### config.mk
export PLATFORM = sky130hd
export DESIGN_NAME = bcds_fifo
export DESIGN_NICKNAME = d
export VERILOG_FILES = /design/src/rtl/core/bcds_fifo.sv
export SDC_FILE = /design/constraint.sdc
export NUM_CORES = 1
export LEC_CHECK = 0
export ABC_CLOCK_PERIOD_IN_PS = 4630
export BUFFER_PORTS_ARGS = -buffer_cell sky130_fd_sc_hd__buf_2
export CAP_MARGIN = 20
export CORE_ASPECT_RATIO = 0.9
export CORE_MARGIN = 2
export CORE_UTILIZATION = 38
export DETAILED_ROUTE_END_ITERATION = 8
export GPL_TIMING_DRIVEN = 0
export SKIP_CTS_REPAIR_TIMING = 1
export SYNTH_ARGS = -nofsm -noshare
export SYNTH_HDL_FRONTEND = slang
export SYNTH_SLANG_ARGS = --single-unit
export TNS_END_PERCENT = 50
### constraint.sdc
create_clock -name clk -period 4.63 [get_ports clk]
set_clock_uncertainty 0.1 [all_clocks]
set_input_delay 0.6945 -clock clk [delete_from_list [all_inputs] [get_ports clk]]
set_output_delay 0.6945 -clock clk [all_outputs]
set_load 0.01 [all_outputs]
### src/rtl/core/bcds_fifo.sv
// Small synchronous queue used between the front and back and on the result side.
// Depth must be a power of two. No dependencies.
`timescale 1ns / 1ps

module bcds_fifo #(
	parameter int W     = 8,
	parameter int DEPTH = 2
) (
	input  logic         clk,
	input  logic         arst_n,
	input  logic         push,
	input  logic [W-1:0] wdata,
	output logic         full,
	input  logic         pop,
	output logic [W-1:0] rdata,
	output logic         empty
);

	localparam int PW = (DEPTH > 1) ? $clog2(DEPTH) : 1;

	logic [W-1:0] mem_q [DEPTH];
	logic [PW-1:0] wr_q;
	logic [PW-1:0] rd_q;
	logic [PW:0]   cnt_q;
	logic          do_push;
	logic          do_pop;

	assign full    = (cnt_q == (PW+1)'(DEPTH));
	assign empty   = (cnt_q == '0);
	assign rdata   = mem_q[rd_q];
	assign do_push = push && !full;
	assign do_pop  = pop && !empty;

	always_ff @(posedge clk or negedge arst_n) begin
		if (!arst_n) begin
			wr_q  <= '0;
			rd_q  <= '0;
			cnt_q <= '0;
		end else begin
			if (do_push) wr_q <= wr_q + 1'b1;
			if (do_pop) rd_q <= rd_q + 1'b1;
			if (do_push && !do_pop) cnt_q <= cnt_q + 1'b1;
			else if (do_pop && !do_push) cnt_q <= cnt_q - 1'b1;
		end
	end

	always_ff @(posedge clk) begin
		if (do_push) mem_q[wr_q] <= wdata;
	end

endmodule

==> flow_metrics.env <==
export IMPL_ys_warn_count=0
export IMPL_hold_violations=0
export IMPL_slew_headroom_pct=53.2
export IMPL_synth_seq_area_share_pct=74.2
export IMPL_path_max_fanout=9
export IMPL_synthToLayoutAreaGrowth_pct=24.2
export IMPL_final_cells=94
export IMPL_drc_errors=0
export IMPL_antennaDiodeCount=0
export IMPL_fmax_mhz=461
export IMPL_dpl_worst_slack_ns=2.71
export IMPL_hpwl_um=779
export IMPL_timing_final_ws_setup_ns=2.46
export IMPL_cts_max_level=1
export IMPL_vias_per_cell=4.43
export IMPL_tns_ns=0
export IMPL_arrival_ns=1.38
export IMPL_required_ns=3.84
export IMPL_ios=22
export IMPL_slew_viol_final=0
export IMPL_chipHeight_um=47.0
export IMPL_ys_ff_latch=20
export IMPL_antenna_found_initial=0
export IMPL_grt_total_usage_pct=9.96
export IMPL_first_iter_violations=9
export IMPL_outcome="finished, final reports clean"
export IMPL_rsz0062_at_grt="false"
export IMPL_synth_nets=57
export IMPL_die_w_um=51.8
export IMPL_syn_inst=44
export IMPL_path_clk_slew_ns=0.11
export IMPL_cts_buffers=3
export IMPL_dp_cells=90
export IMPL_num_vias=416
export IMPL_grt_ovfl_total=0
export IMPL_power_leakage_nw=0.406
export IMPL_drive_gt1_share_pct=43.5
export IMPL_cts_tree="built"
export IMPL_layout_commonest_cell="buf_2"
export IMPL_clock_path_buffers=2
export IMPL_drt_wirelength_per_cell_um=11.7
export IMPL_die_area_mm2=0.00244
export IMPL_powerDensity_mw_per_mm2=632
export IMPL_clk_insertion_delay_late_ns=0.29
export IMPL_max_vdd_ir_drop_mv=0.250
export IMPL_ys_types=15
export IMPL_grt_pass1_wl_um=1640
export IMPL_synth_area_per_cell_um2=17.8
export IMPL_drt_antenna_violating_nets=0
export IMPL_start_util_pct=40.5
export IMPL_final_cell_mix="22 x buf_2, 16 x edfxtp_1, 6 x mux2_1"
export IMPL_finalSetupViolCount=0
export IMPL_first_global_vias=397
export IMPL_wirelength_um=1100
export IMPL_crit_type="register to primary output"
export IMPL_period_share_pct=46.9
export IMPL_dr_pass1_iters=3
export IMPL_synth_area_um2=782
export IMPL_min_delay_path_class="primary input to async pin"
export IMPL_grt_max_degree=13
export IMPL_rows=15
export IMPL_port_buffers=21
export IMPL_period_needed_ns=2.17
export IMPL_maxCapViolations=0
export IMPL_worst_pin_slew_ns=0.700
export IMPL_critPathLaunchType="register"
export IMPL_gp_congestion=0.704
export IMPL_core_area_mm2=0.00193
export IMPL_fin_nets=83
export IMPL_clockRootBuffer="clkbuf_4"
export IMPL_clock_sinks=20
export IMPL_end_kind="primary output"
path summary, 6_finish.rpt:
path | depth (start not counted) | from | to | slack (ns)
worst max-delay path | 3 | rd_q | rdata[7] | 2.46
worst min-delay path | 1 | arst_n | cnt_q[1] | 0.08
worst max register to register | 3 | cnt_q[0] | mem_q[0][2] | 2.91
worst min register to register | 1 | cnt_q[1] | cnt_q[1] | 0.42
max in group asynchronous | 1 | arst_n | rd_q | 4.22
min in group clk | 1 | cnt_q[1] | cnt_q[1] | 0.42
metal layers:
layer | vias to the layer above | wire length [µm] | GRT usage (%)
li1 | 207 | - | -
met1 | 196 | 514 | 12.4
met2 | 13 | 525 | 16.2
met3 | 0 | 60 | 3.18
met4 | 0 | 0 | 4.74
met5 | - | 0 | 0
flip-flops by register name, summed over array words and instances, names as in the netlist:
register / count
mem_q: 16
cnt_q: 2
rd_q: 1
wr_q: 1
worst max-delay path, stage by stage, from the launching register on:
cell and delay (ns):
dfrtp_1 0.33, buf_2 0.24, mux2_2 0.37, buf_2 0.14
area by class of cell:
type	count	area, µm²
Fill cell	174	962
Sequential cell	20	581
Multi-Input combinational cell	21	189
Timing Repair Buffer	21	105
Tap cell	25	31.3
Clock inverter	1	30.0
Clock buffer	3	22.5
Inverter	2	7.51
Buffer	1	5.00
stage by stage:
stage	utilization, %	total power [W]	hold WS, ns	area [µm²]
after detailed placement	47.5	0.000481	0.404	918
after global placement	47.5	0.000479	0.400	918
final	50.2	0.000614	0.0845	971
after CTS	50.2	0.000623	0.0693	971
after floorplan	-	0.000416	0.299	782
after global routing	50.2	0.000654	0.0586	971
logic make-up (layout without fill, tap and decap cells):
logic type      after synthesis  after routing  share of synthesized area (%)
simple gates                  6              6                           3.84
buf+inv                       3             28                           1.60
mux                           8              8                           11.5
xor+xnor                      5              5                           6.56
flops                        20             20                           74.2
compound gates                1              1                          0.639
fa+ha+maj                     1              1                           1.60
synthesized netlist by cell type (all sizes together):
cell / count / area, µm²
and3: 1 / 6.26
buf: 1 / 5.00
dfrtp: 4 / 100
edfxtp: 16 / 480
ha: 1 / 12.5
inv: 2 / 7.51
mux2: 8 / 90.1
nand2: 1 / 6.26
nand2b: 1 / 6.26
nor2: 3 / 11.3
o21ai: 1 / 5.00
xnor2: 3 / 33.8
xor2: 2 / 17.5
where the power goes:
group / switching [W] / internal [W]
Sequential: 0.0000234 / 0.000251
Clock: 0.0000520 / 0.0000874
Combinational: 0.000104 / 0.0000953
No activity file was read; power rests on OpenSTA's default activity.
