### config.mk
export PLATFORM = sky130hd
export DESIGN_NAME = bcds_front
export DESIGN_NICKNAME = d
export VERILOG_FILES = /design/src/rtl/core/bcds_pkg.sv /design/src/rtl/core/bcds_front.sv
export SDC_FILE = /design/constraint.sdc
export NUM_CORES = 2
export LEC_CHECK = 0
export BUFFER_PORTS_ARGS = -buffer_cell sky130_fd_sc_hd__buf_2
export CORE_UTILIZATION = 42
export DETAILED_ROUTE_END_ITERATION = 16
export GPL_ROUTABILITY_DRIVEN = 1
export GPL_TIMING_DRIVEN = 0
export SYNTH_ARGS = -nofsm -noshare
export SYNTH_HDL_FRONTEND = slang
export SYNTH_SLANG_ARGS = --single-unit
### constraint.sdc
create_clock -name clk -period 10.3 [get_ports clk]
set_input_delay 0.515 -clock clk [delete_from_list [all_inputs] [get_ports clk]]
set_output_delay 0.515 -clock clk [all_outputs]
set_load 0.1 [all_outputs]
### src/rtl/core/bcds_pkg.sv
// Shared types and constants for the backface cull and depth bucket sort block.
// Holds the command and result item layouts, the state types and fixed widths.
// No dependencies.
`timescale 1ns / 1ps

package bcds_pkg;

	localparam int COORD_W   = 24;
	localparam int ID_W      = 10;
	localparam int BKT_W     = 16;
	localparam int OUT_BKT_W = 12;
	localparam int OP_W      = 25;
	localparam int PROD_W    = 2 * OP_W;
	localparam int M_W       = 49;
	localparam int ACC_W     = PROD_W + 24;
	localparam int SUM_W     = 26;
	localparam int DIV_X_W   = 18;
	localparam int LIM_W     = 17;

	// floor(2^20 / 5): quotient estimate is low by at most one
	localparam logic [17:0] RECIP_5 = 18'd209715;
	localparam int          RECIP_SHIFT = 20;

	// Multiplier schedule, one operand pair per step
	localparam logic [3:0] MUL_BYCZ  = 4'd0;
	localparam logic [3:0] MUL_BZCY  = 4'd1;
	localparam logic [3:0] MUL_BXCZ  = 4'd2;
	localparam logic [3:0] MUL_BZCX  = 4'd3;
	localparam logic [3:0] MUL_BYCX  = 4'd4;
	localparam logic [3:0] MUL_BXCY  = 4'd5;
	localparam logic [3:0] MUL_DIV   = 4'd6;
	localparam logic [3:0] MUL_AX_H  = 4'd7;
	localparam logic [3:0] MUL_AX_L  = 4'd8;
	localparam logic [3:0] MUL_AY_H  = 4'd9;
	localparam logic [3:0] MUL_AY_L  = 4'd10;
	localparam logic [3:0] MUL_AZ_H  = 4'd11;
	localparam logic [3:0] MUL_AZ_L  = 4'd12;
	localparam logic [3:0] STEP_LAST = 4'd13;

	typedef logic [ID_W:0] link_t;
	localparam link_t NO_FACE = {1'b1, {ID_W{1'b0}}};

	typedef enum logic [1:0] {
		KIND_ACK  = 2'd0,
		KIND_FACE = 2'd1,
		KIND_DONE = 2'd2
	} kind_t;

	typedef struct packed {
		logic             drain;
		logic [ID_W-1:0]  id;
		logic             visible;
		logic             dropped;
		logic [BKT_W-1:0] bkt;
	} cmd_t;

	typedef struct packed {
		kind_t                kind;
		logic [ID_W-1:0]      id;
		logic                 visible;
		logic [OUT_BKT_W-1:0] bkt;
		logic                 dropped;
	} res_t;

	typedef enum logic [1:0] {
		F_IDLE,
		F_CALC,
		F_PUSH
	} front_state_t;

	typedef enum logic [2:0] {
		B_CLEAR,
		B_IDLE,
		B_INSERT,
		B_DR_CHK,
		B_DR_LINK,
		B_DR_HEAD,
		B_RESP
	} back_state_t;

	function automatic logic signed [OP_W-1:0] sext_op(input logic signed [COORD_W-1:0] v);
		return OP_W'(v);
	endfunction

endpackage

### src/rtl/core/bcds_front.sv
// Front end: accepts items, runs the triple-product backface test and the depth
// bucket divide on one shared 25x25 multiplier. Depends on bcds_pkg.
`timescale 1ns / 1ps

module bcds_front import bcds_pkg::*; #(
	parameter int BUCKETS   = 4096,
	parameter int MAX_FACES = 1024
) (
	input  logic                      clk,
	input  logic                      arst_n,
	input  logic                      push,
	output logic                      full,
	input  logic                      hold,
	input  logic                      command,
	input  logic [ID_W-1:0]           face_id,
	input  logic signed [COORD_W-1:0] ax,
	input  logic signed [COORD_W-1:0] ay,
	input  logic signed [COORD_W-1:0] az,
	input  logic signed [COORD_W-1:0] bx_coord,
	input  logic signed [COORD_W-1:0] by_coord,
	input  logic signed [COORD_W-1:0] bz_coord,
	input  logic signed [COORD_W-1:0] cx_coord,
	input  logic signed [COORD_W-1:0] cy_coord,
	input  logic signed [COORD_W-1:0] cz_coord,
	output logic                      cmd_push,
	output cmd_t                      cmd_out,
	input  logic                      cmd_full
);

	front_state_t state_q, state_d;
	logic [3:0]   step_q;
	logic         drain_q;
	logic [ID_W-1:0] id_q;
	logic signed [COORD_W-1:0] ax_q, ay_q, az_q, bx_q, by_q, bz_q, cx_q, cy_q, cz_q;
	logic signed [SUM_W-1:0]   s_q;
	logic signed [PROD_W-1:0]  prod_q;
	logic signed [M_W-1:0]     m1_q, m2_q, m3_q;
	logic [BKT_W-1:0]          q_q;
	logic signed [ACC_W-1:0]   acc_q;

	logic signed [OP_W-1:0] op_a, op_b;
	logic [DIV_X_W-1:0]     div_x;
	logic [DIV_X_W:0]       rem;
	logic                   accept;
	logic                   vis;
	logic                   over;
	logic [BKT_W-1:0]       bkt;

	assign accept = push && !full;
	assign div_x  = s_q[SUM_W-1] ? '0 : s_q[SUM_W-1:8];
	assign rem    = (DIV_X_W+1)'(div_x) - (DIV_X_W+1)'({q_q, 2'b00}) - (DIV_X_W+1)'(q_q);

	// operand select for the shared multiplier
	always_comb begin
		op_a = '0;
		op_b = '0;
		case (step_q)
			MUL_BYCZ: begin op_a = sext_op(by_q); op_b = sext_op(cz_q); end
			MUL_BZCY: begin op_a = sext_op(bz_q); op_b = sext_op(cy_q); end
			MUL_BXCZ: begin op_a = sext_op(bx_q); op_b = sext_op(cz_q); end
			MUL_BZCX: begin op_a = sext_op(bz_q); op_b = sext_op(cx_q); end
			MUL_BYCX: begin op_a = sext_op(by_q); op_b = sext_op(cx_q); end
			MUL_BXCY: begin op_a = sext_op(bx_q); op_b = sext_op(cy_q); end
			MUL_DIV: begin op_a = OP_W'(div_x); op_b = OP_W'(RECIP_5); end
			MUL_AX_H: begin op_a = sext_op(ax_q); op_b = m1_q[M_W-1:24]; end
			MUL_AX_L: begin op_a = sext_op(ax_q); op_b = {1'b0, m1_q[23:0]}; end
			MUL_AY_H: begin op_a = -sext_op(ay_q); op_b = m2_q[M_W-1:24]; end
			MUL_AY_L: begin op_a = -sext_op(ay_q); op_b = {1'b0, m2_q[23:0]}; end
			MUL_AZ_H: begin op_a = -sext_op(az_q); op_b = m3_q[M_W-1:24]; end
			MUL_AZ_L: begin op_a = -sext_op(az_q); op_b = {1'b0, m3_q[23:0]}; end
			default: begin op_a = '0; op_b = '0; end
		endcase
	end

	always_comb begin
		state_d = state_q;
		unique case (state_q)
			F_IDLE: if (accept) state_d = command ? F_PUSH : F_CALC;
			F_CALC: if (step_q == STEP_LAST) state_d = F_PUSH;
			F_PUSH: if (!cmd_full) state_d = F_IDLE;
			default: state_d = F_IDLE;
		endcase
	end

	always_comb begin
		vis  = acc_q[ACC_W-1] && !drain_q;
		bkt  = s_q[SUM_W-1] ? '0 : q_q;
		over = ({1'b0, bkt} >= LIM_W'(BUCKETS)) || (LIM_W'(id_q) >= LIM_W'(MAX_FACES));
		full     = (state_q != F_IDLE) || hold;
		cmd_push = (state_q == F_PUSH) && !cmd_full;
		cmd_out.drain   = drain_q;
		cmd_out.id      = id_q;
		cmd_out.visible = vis;
		cmd_out.dropped = vis && over;
		cmd_out.bkt     = (vis && !over) ? bkt : '0;
	end

	always_ff @(posedge clk or negedge arst_n) begin
		if (!arst_n) begin
			state_q <= F_IDLE;
			step_q  <= '0;
		end else begin
			state_q <= state_d;
			if (accept) step_q <= '0;
			else if (state_q == F_CALC) step_q <= step_q + 1'b1;
		end
	end

	always_ff @(posedge clk) begin
		if (accept) begin
			drain_q <= command;
			id_q    <= face_id;
			ax_q <= ax;       ay_q <= ay;       az_q <= az;
			bx_q <= bx_coord; by_q <= by_coord; bz_q <= bz_coord;
			cx_q <= cx_coord; cy_q <= cy_coord; cz_q <= cz_coord;
			s_q  <= SUM_W'(az) + SUM_W'(bz_coord) + SUM_W'(cz_coord);
			acc_q <= '0;
		end
		if (state_q == F_CALC) begin
			prod_q <= op_a * op_b;
			// prod_q holds the product issued at the previous step
			case (step_q)
				MUL_BZCY: m1_q <= M_W'(prod_q);
				MUL_BXCZ: m1_q <= m1_q - M_W'(prod_q);
				MUL_BZCX: m2_q <= M_W'(prod_q);
				MUL_BYCX: m2_q <= m2_q - M_W'(prod_q);
				MUL_BXCY: m3_q <= M_W'(prod_q);
				MUL_DIV: m3_q <= m3_q - M_W'(prod_q);
				MUL_AX_H: q_q <= prod_q[RECIP_SHIFT+BKT_W-1:RECIP_SHIFT];
				MUL_AX_L: begin
					acc_q <= {prod_q, 24'd0};
					if (rem >= (DIV_X_W+1)'(5)) q_q <= q_q + 1'b1;
				end
				MUL_AY_H, MUL_AZ_H, STEP_LAST: acc_q <= acc_q + ACC_W'(prod_q);
				MUL_AY_L, MUL_AZ_L: acc_q <= acc_q + {prod_q, 24'd0};
				default: acc_q <= acc_q;
			endcase
		end
	end

endmodule

==> reports/summary.txt <==
run status = finished, violations left
failing checks = capacitance limit, slew limit
skew final = 0.03659 ns
area post-placement = 67390 um^2
Vias per Instance = 5.920
reg2reg end = prod_q[47]
multi-input logic area = 42860 um^2
Cells after Synth = 6809
crit path capture = prod_q[47]
Core Area = 148400 um^2
RR Startpoint = step_q[1]
Max H-tree Level = 3
Cell Area, Synth = 63020 um^2
vias in the first global route = 54050
clock slew at reported path FFs = 0.06 ns
final hold violation count = 0
critical path type = flip-flop to flip-flop
Critical Path AT = 10.51 ns
CP required = 10.72 ns
FMAX = 99.10 MHz
CP dominant cell by count = fa_1
Initial Utilization = 0.4248
IO buf count = 258
mean area per synthesized cell = 9.255 um^2
R2R depth = 32
DP HPWL = 212400 um
Worst Max-Slew Pin Slew = 1.526 ns
drt drc = 0
Crit. End Element = flip-flop
Synthesis Warnings = 0
maximum buffer depth of the clock tree = 3
sequential area share after synthesis = 0.2559
Total Wirelength = 260800 um
Area contributors post-synth = edfxtp_1 25%, fa_1 22%, ha_1 9.0%
cell at the slowest stage of the critical path = fa_1
largest net degree at the start of global routing = 105
# setup viols final = 0
Hold Path Stages = 1
gr ovfl total = 0
number of synthesized register bits = 538
Avg WL per Cell = 27.69 um
Reg area = 16130 um^2
Slew Limit Fails = 5
CTS tree = built
num rows = 141
Vias = 55760
cts bufs inserted = 72
Yosys top cell area share = 0.2535
Die Wd = 389.4 um
die area = 151600 um^2
placed insts = 9105
area grow syn2layout = 14.47%
fillers = 14100
MaxCap Viol Count = 1
number of synthesized flops with an enable pin = 532
Post-DRT Antenna Nets = 0
Ports = 263
Tmin final = 10.09 ns
TritonCTS Sinks = 538
first-pass GRT wire length = 372300 um
Worst path max stage delay = 0.57 ns
post-synth cell types = 91
post-synthesis async set-or-reset flop share = 0.01115
most frequent cell after synthesis = inv_1
RePlAce Congestion = 1.038
Starting DRT DRC Count = 6579
gr usage total = 0.3400
Synth Flop Type = edfxtp_1
cell taking the most area after synthesis = edfxtp_1
fraction of layout instances using a drive strength above 1 = 0.09380
Worst-Skew Late Latency = 0.70 ns
HP Class = input pin to flip-flop
hold slack = 0.02313 ns
Slew headroom = -0.02360
post-route insts no fill = 9418
Die H = 389.4 um
initial antenna violation count = 15
design area = 72140 um^2
reg-to-reg slack, setup = 0.21 ns
Final nets = 8741
crit share post-route = 0.9797
crit-path max FO = 10
root buffer cell = clkbuf_16
synth cell count leaders = 894 x inv_1, 730 x nand2_1, 702 x fa_1, 576 x nor2_1, 532 x edfxtp_1
crit path launch = step_q[1]
First-pass DRT Iterations = 9
crit start category = flip-flop
worst max-delay path, delay by kind of cell (launching register included):
kind | cells | cell delay [ns]
DFF | 1 | 0.43
adders and majority gates | 9 | 4.08
AOI/OAI and AO/OA | 8 | 1.60
and+or+nand+nor | 6 | 1.34
buffers and inverters | 9 | 2.36
cell usage in the layout (no fill, tap or decap), types with 66 or more instances in the layout:
cell type	Yosys	routed
a21o_1	205	205
a21oi_1	356	349
a22oi_1	102	102
buf_2	12	273
clkbuf_1	279	196
clkbuf_16	0	73
dlygate4sd3_1	0	142
edfxtp_1	532	532
fa_1	702	696
ha_1	455	447
inv_1	894	889
nand2_1	730	730
nand2b_1	71	71
nand3_1	150	149
nand4_1	75	75
nor2_1	576	572
nor3_1	73	66
o21ai_0	361	353
xnor2_1	210	208
xor2_1	137	135
stage by stage:
stage               setup TNS [ns]  utilization  worst slack, ns
CTS                              0       0.4833          0.02417
finish                           0       0.4862           0.2093
detailed placement          -31.85       0.4542           -1.747
global placement           -395.17       0.4504           -2.873
global route              -0.07939       0.4861         -0.03549
floorplan                        0            -            1.012
logic make-up after synthesis:
family / count (synthesis) / synth area share
compound gates: 1578 / 0.1651
other cells: 1 / 0.00005950
flops: 538 / 0.2559
mux: 16 / 0.002621
xor+xnor: 347 / 0.04822
buf+inv: 1211 / 0.07308
simple gates: 1961 / 0.1417
fa+ha+maj: 1157 / 0.3133
repair_timing:
action,4_1_cts,5_1_grt
cloned,0,1
hold endpoints to repair,147,0
resized for setup,154,93
buffers inserted,24,26
hold buffers,142,0
pin swaps,16,14
endpoints found under the setup margin,35,11
flip-flops by register name (all words and copies together), names as in the netlist, 49 cells and up:
register and flops:
acc_q 74, prod_q 50, m1_q 49, m2_q 49, m3_q 49
area by class of cell:
cell class	count	share of cell area
inverters	896	0.04697
repair buffers	485	0.04909
multi-input cells	5063	0.5941
flip-flops and latches	538	0.2235
diodes	7	0.0002428
clock inverters	47	0.006418
clock buffers	84	0.02590
plain buffers	296	0.01903
well taps	2002	0.03472
per-layer routing:
metal	vias to the layer above	track usage	routed length, um
li1	24460	-	-
met1	27650	0.4625	106300
met2	3060	0.5163	112900
met3	586	0.07474	27390
met4	8	0.1555	14160
met5	-	0	55
how the worst min path moves through the flow:
stage | startpoint | to | slack (ns)
6_report | bx_coord[2] | bx_q[2] | 0.02
5_1_grt | bx_coord[2] | bx_q[2] | 0.01
4_1_cts | bx_coord[2] | bx_q[2] | 0.0001
3_5_place_dp | arst_n | state_q[1] | 0.39
3_3_place_gp | arst_n | state_q[1] | 0.39
2_1_floorplan | arst_n | state_q[0] | 0.22
Power is left out: the tool's default activity adds up to more than one toggle a clock period on the data nets, which glitch-free logic cannot reach.
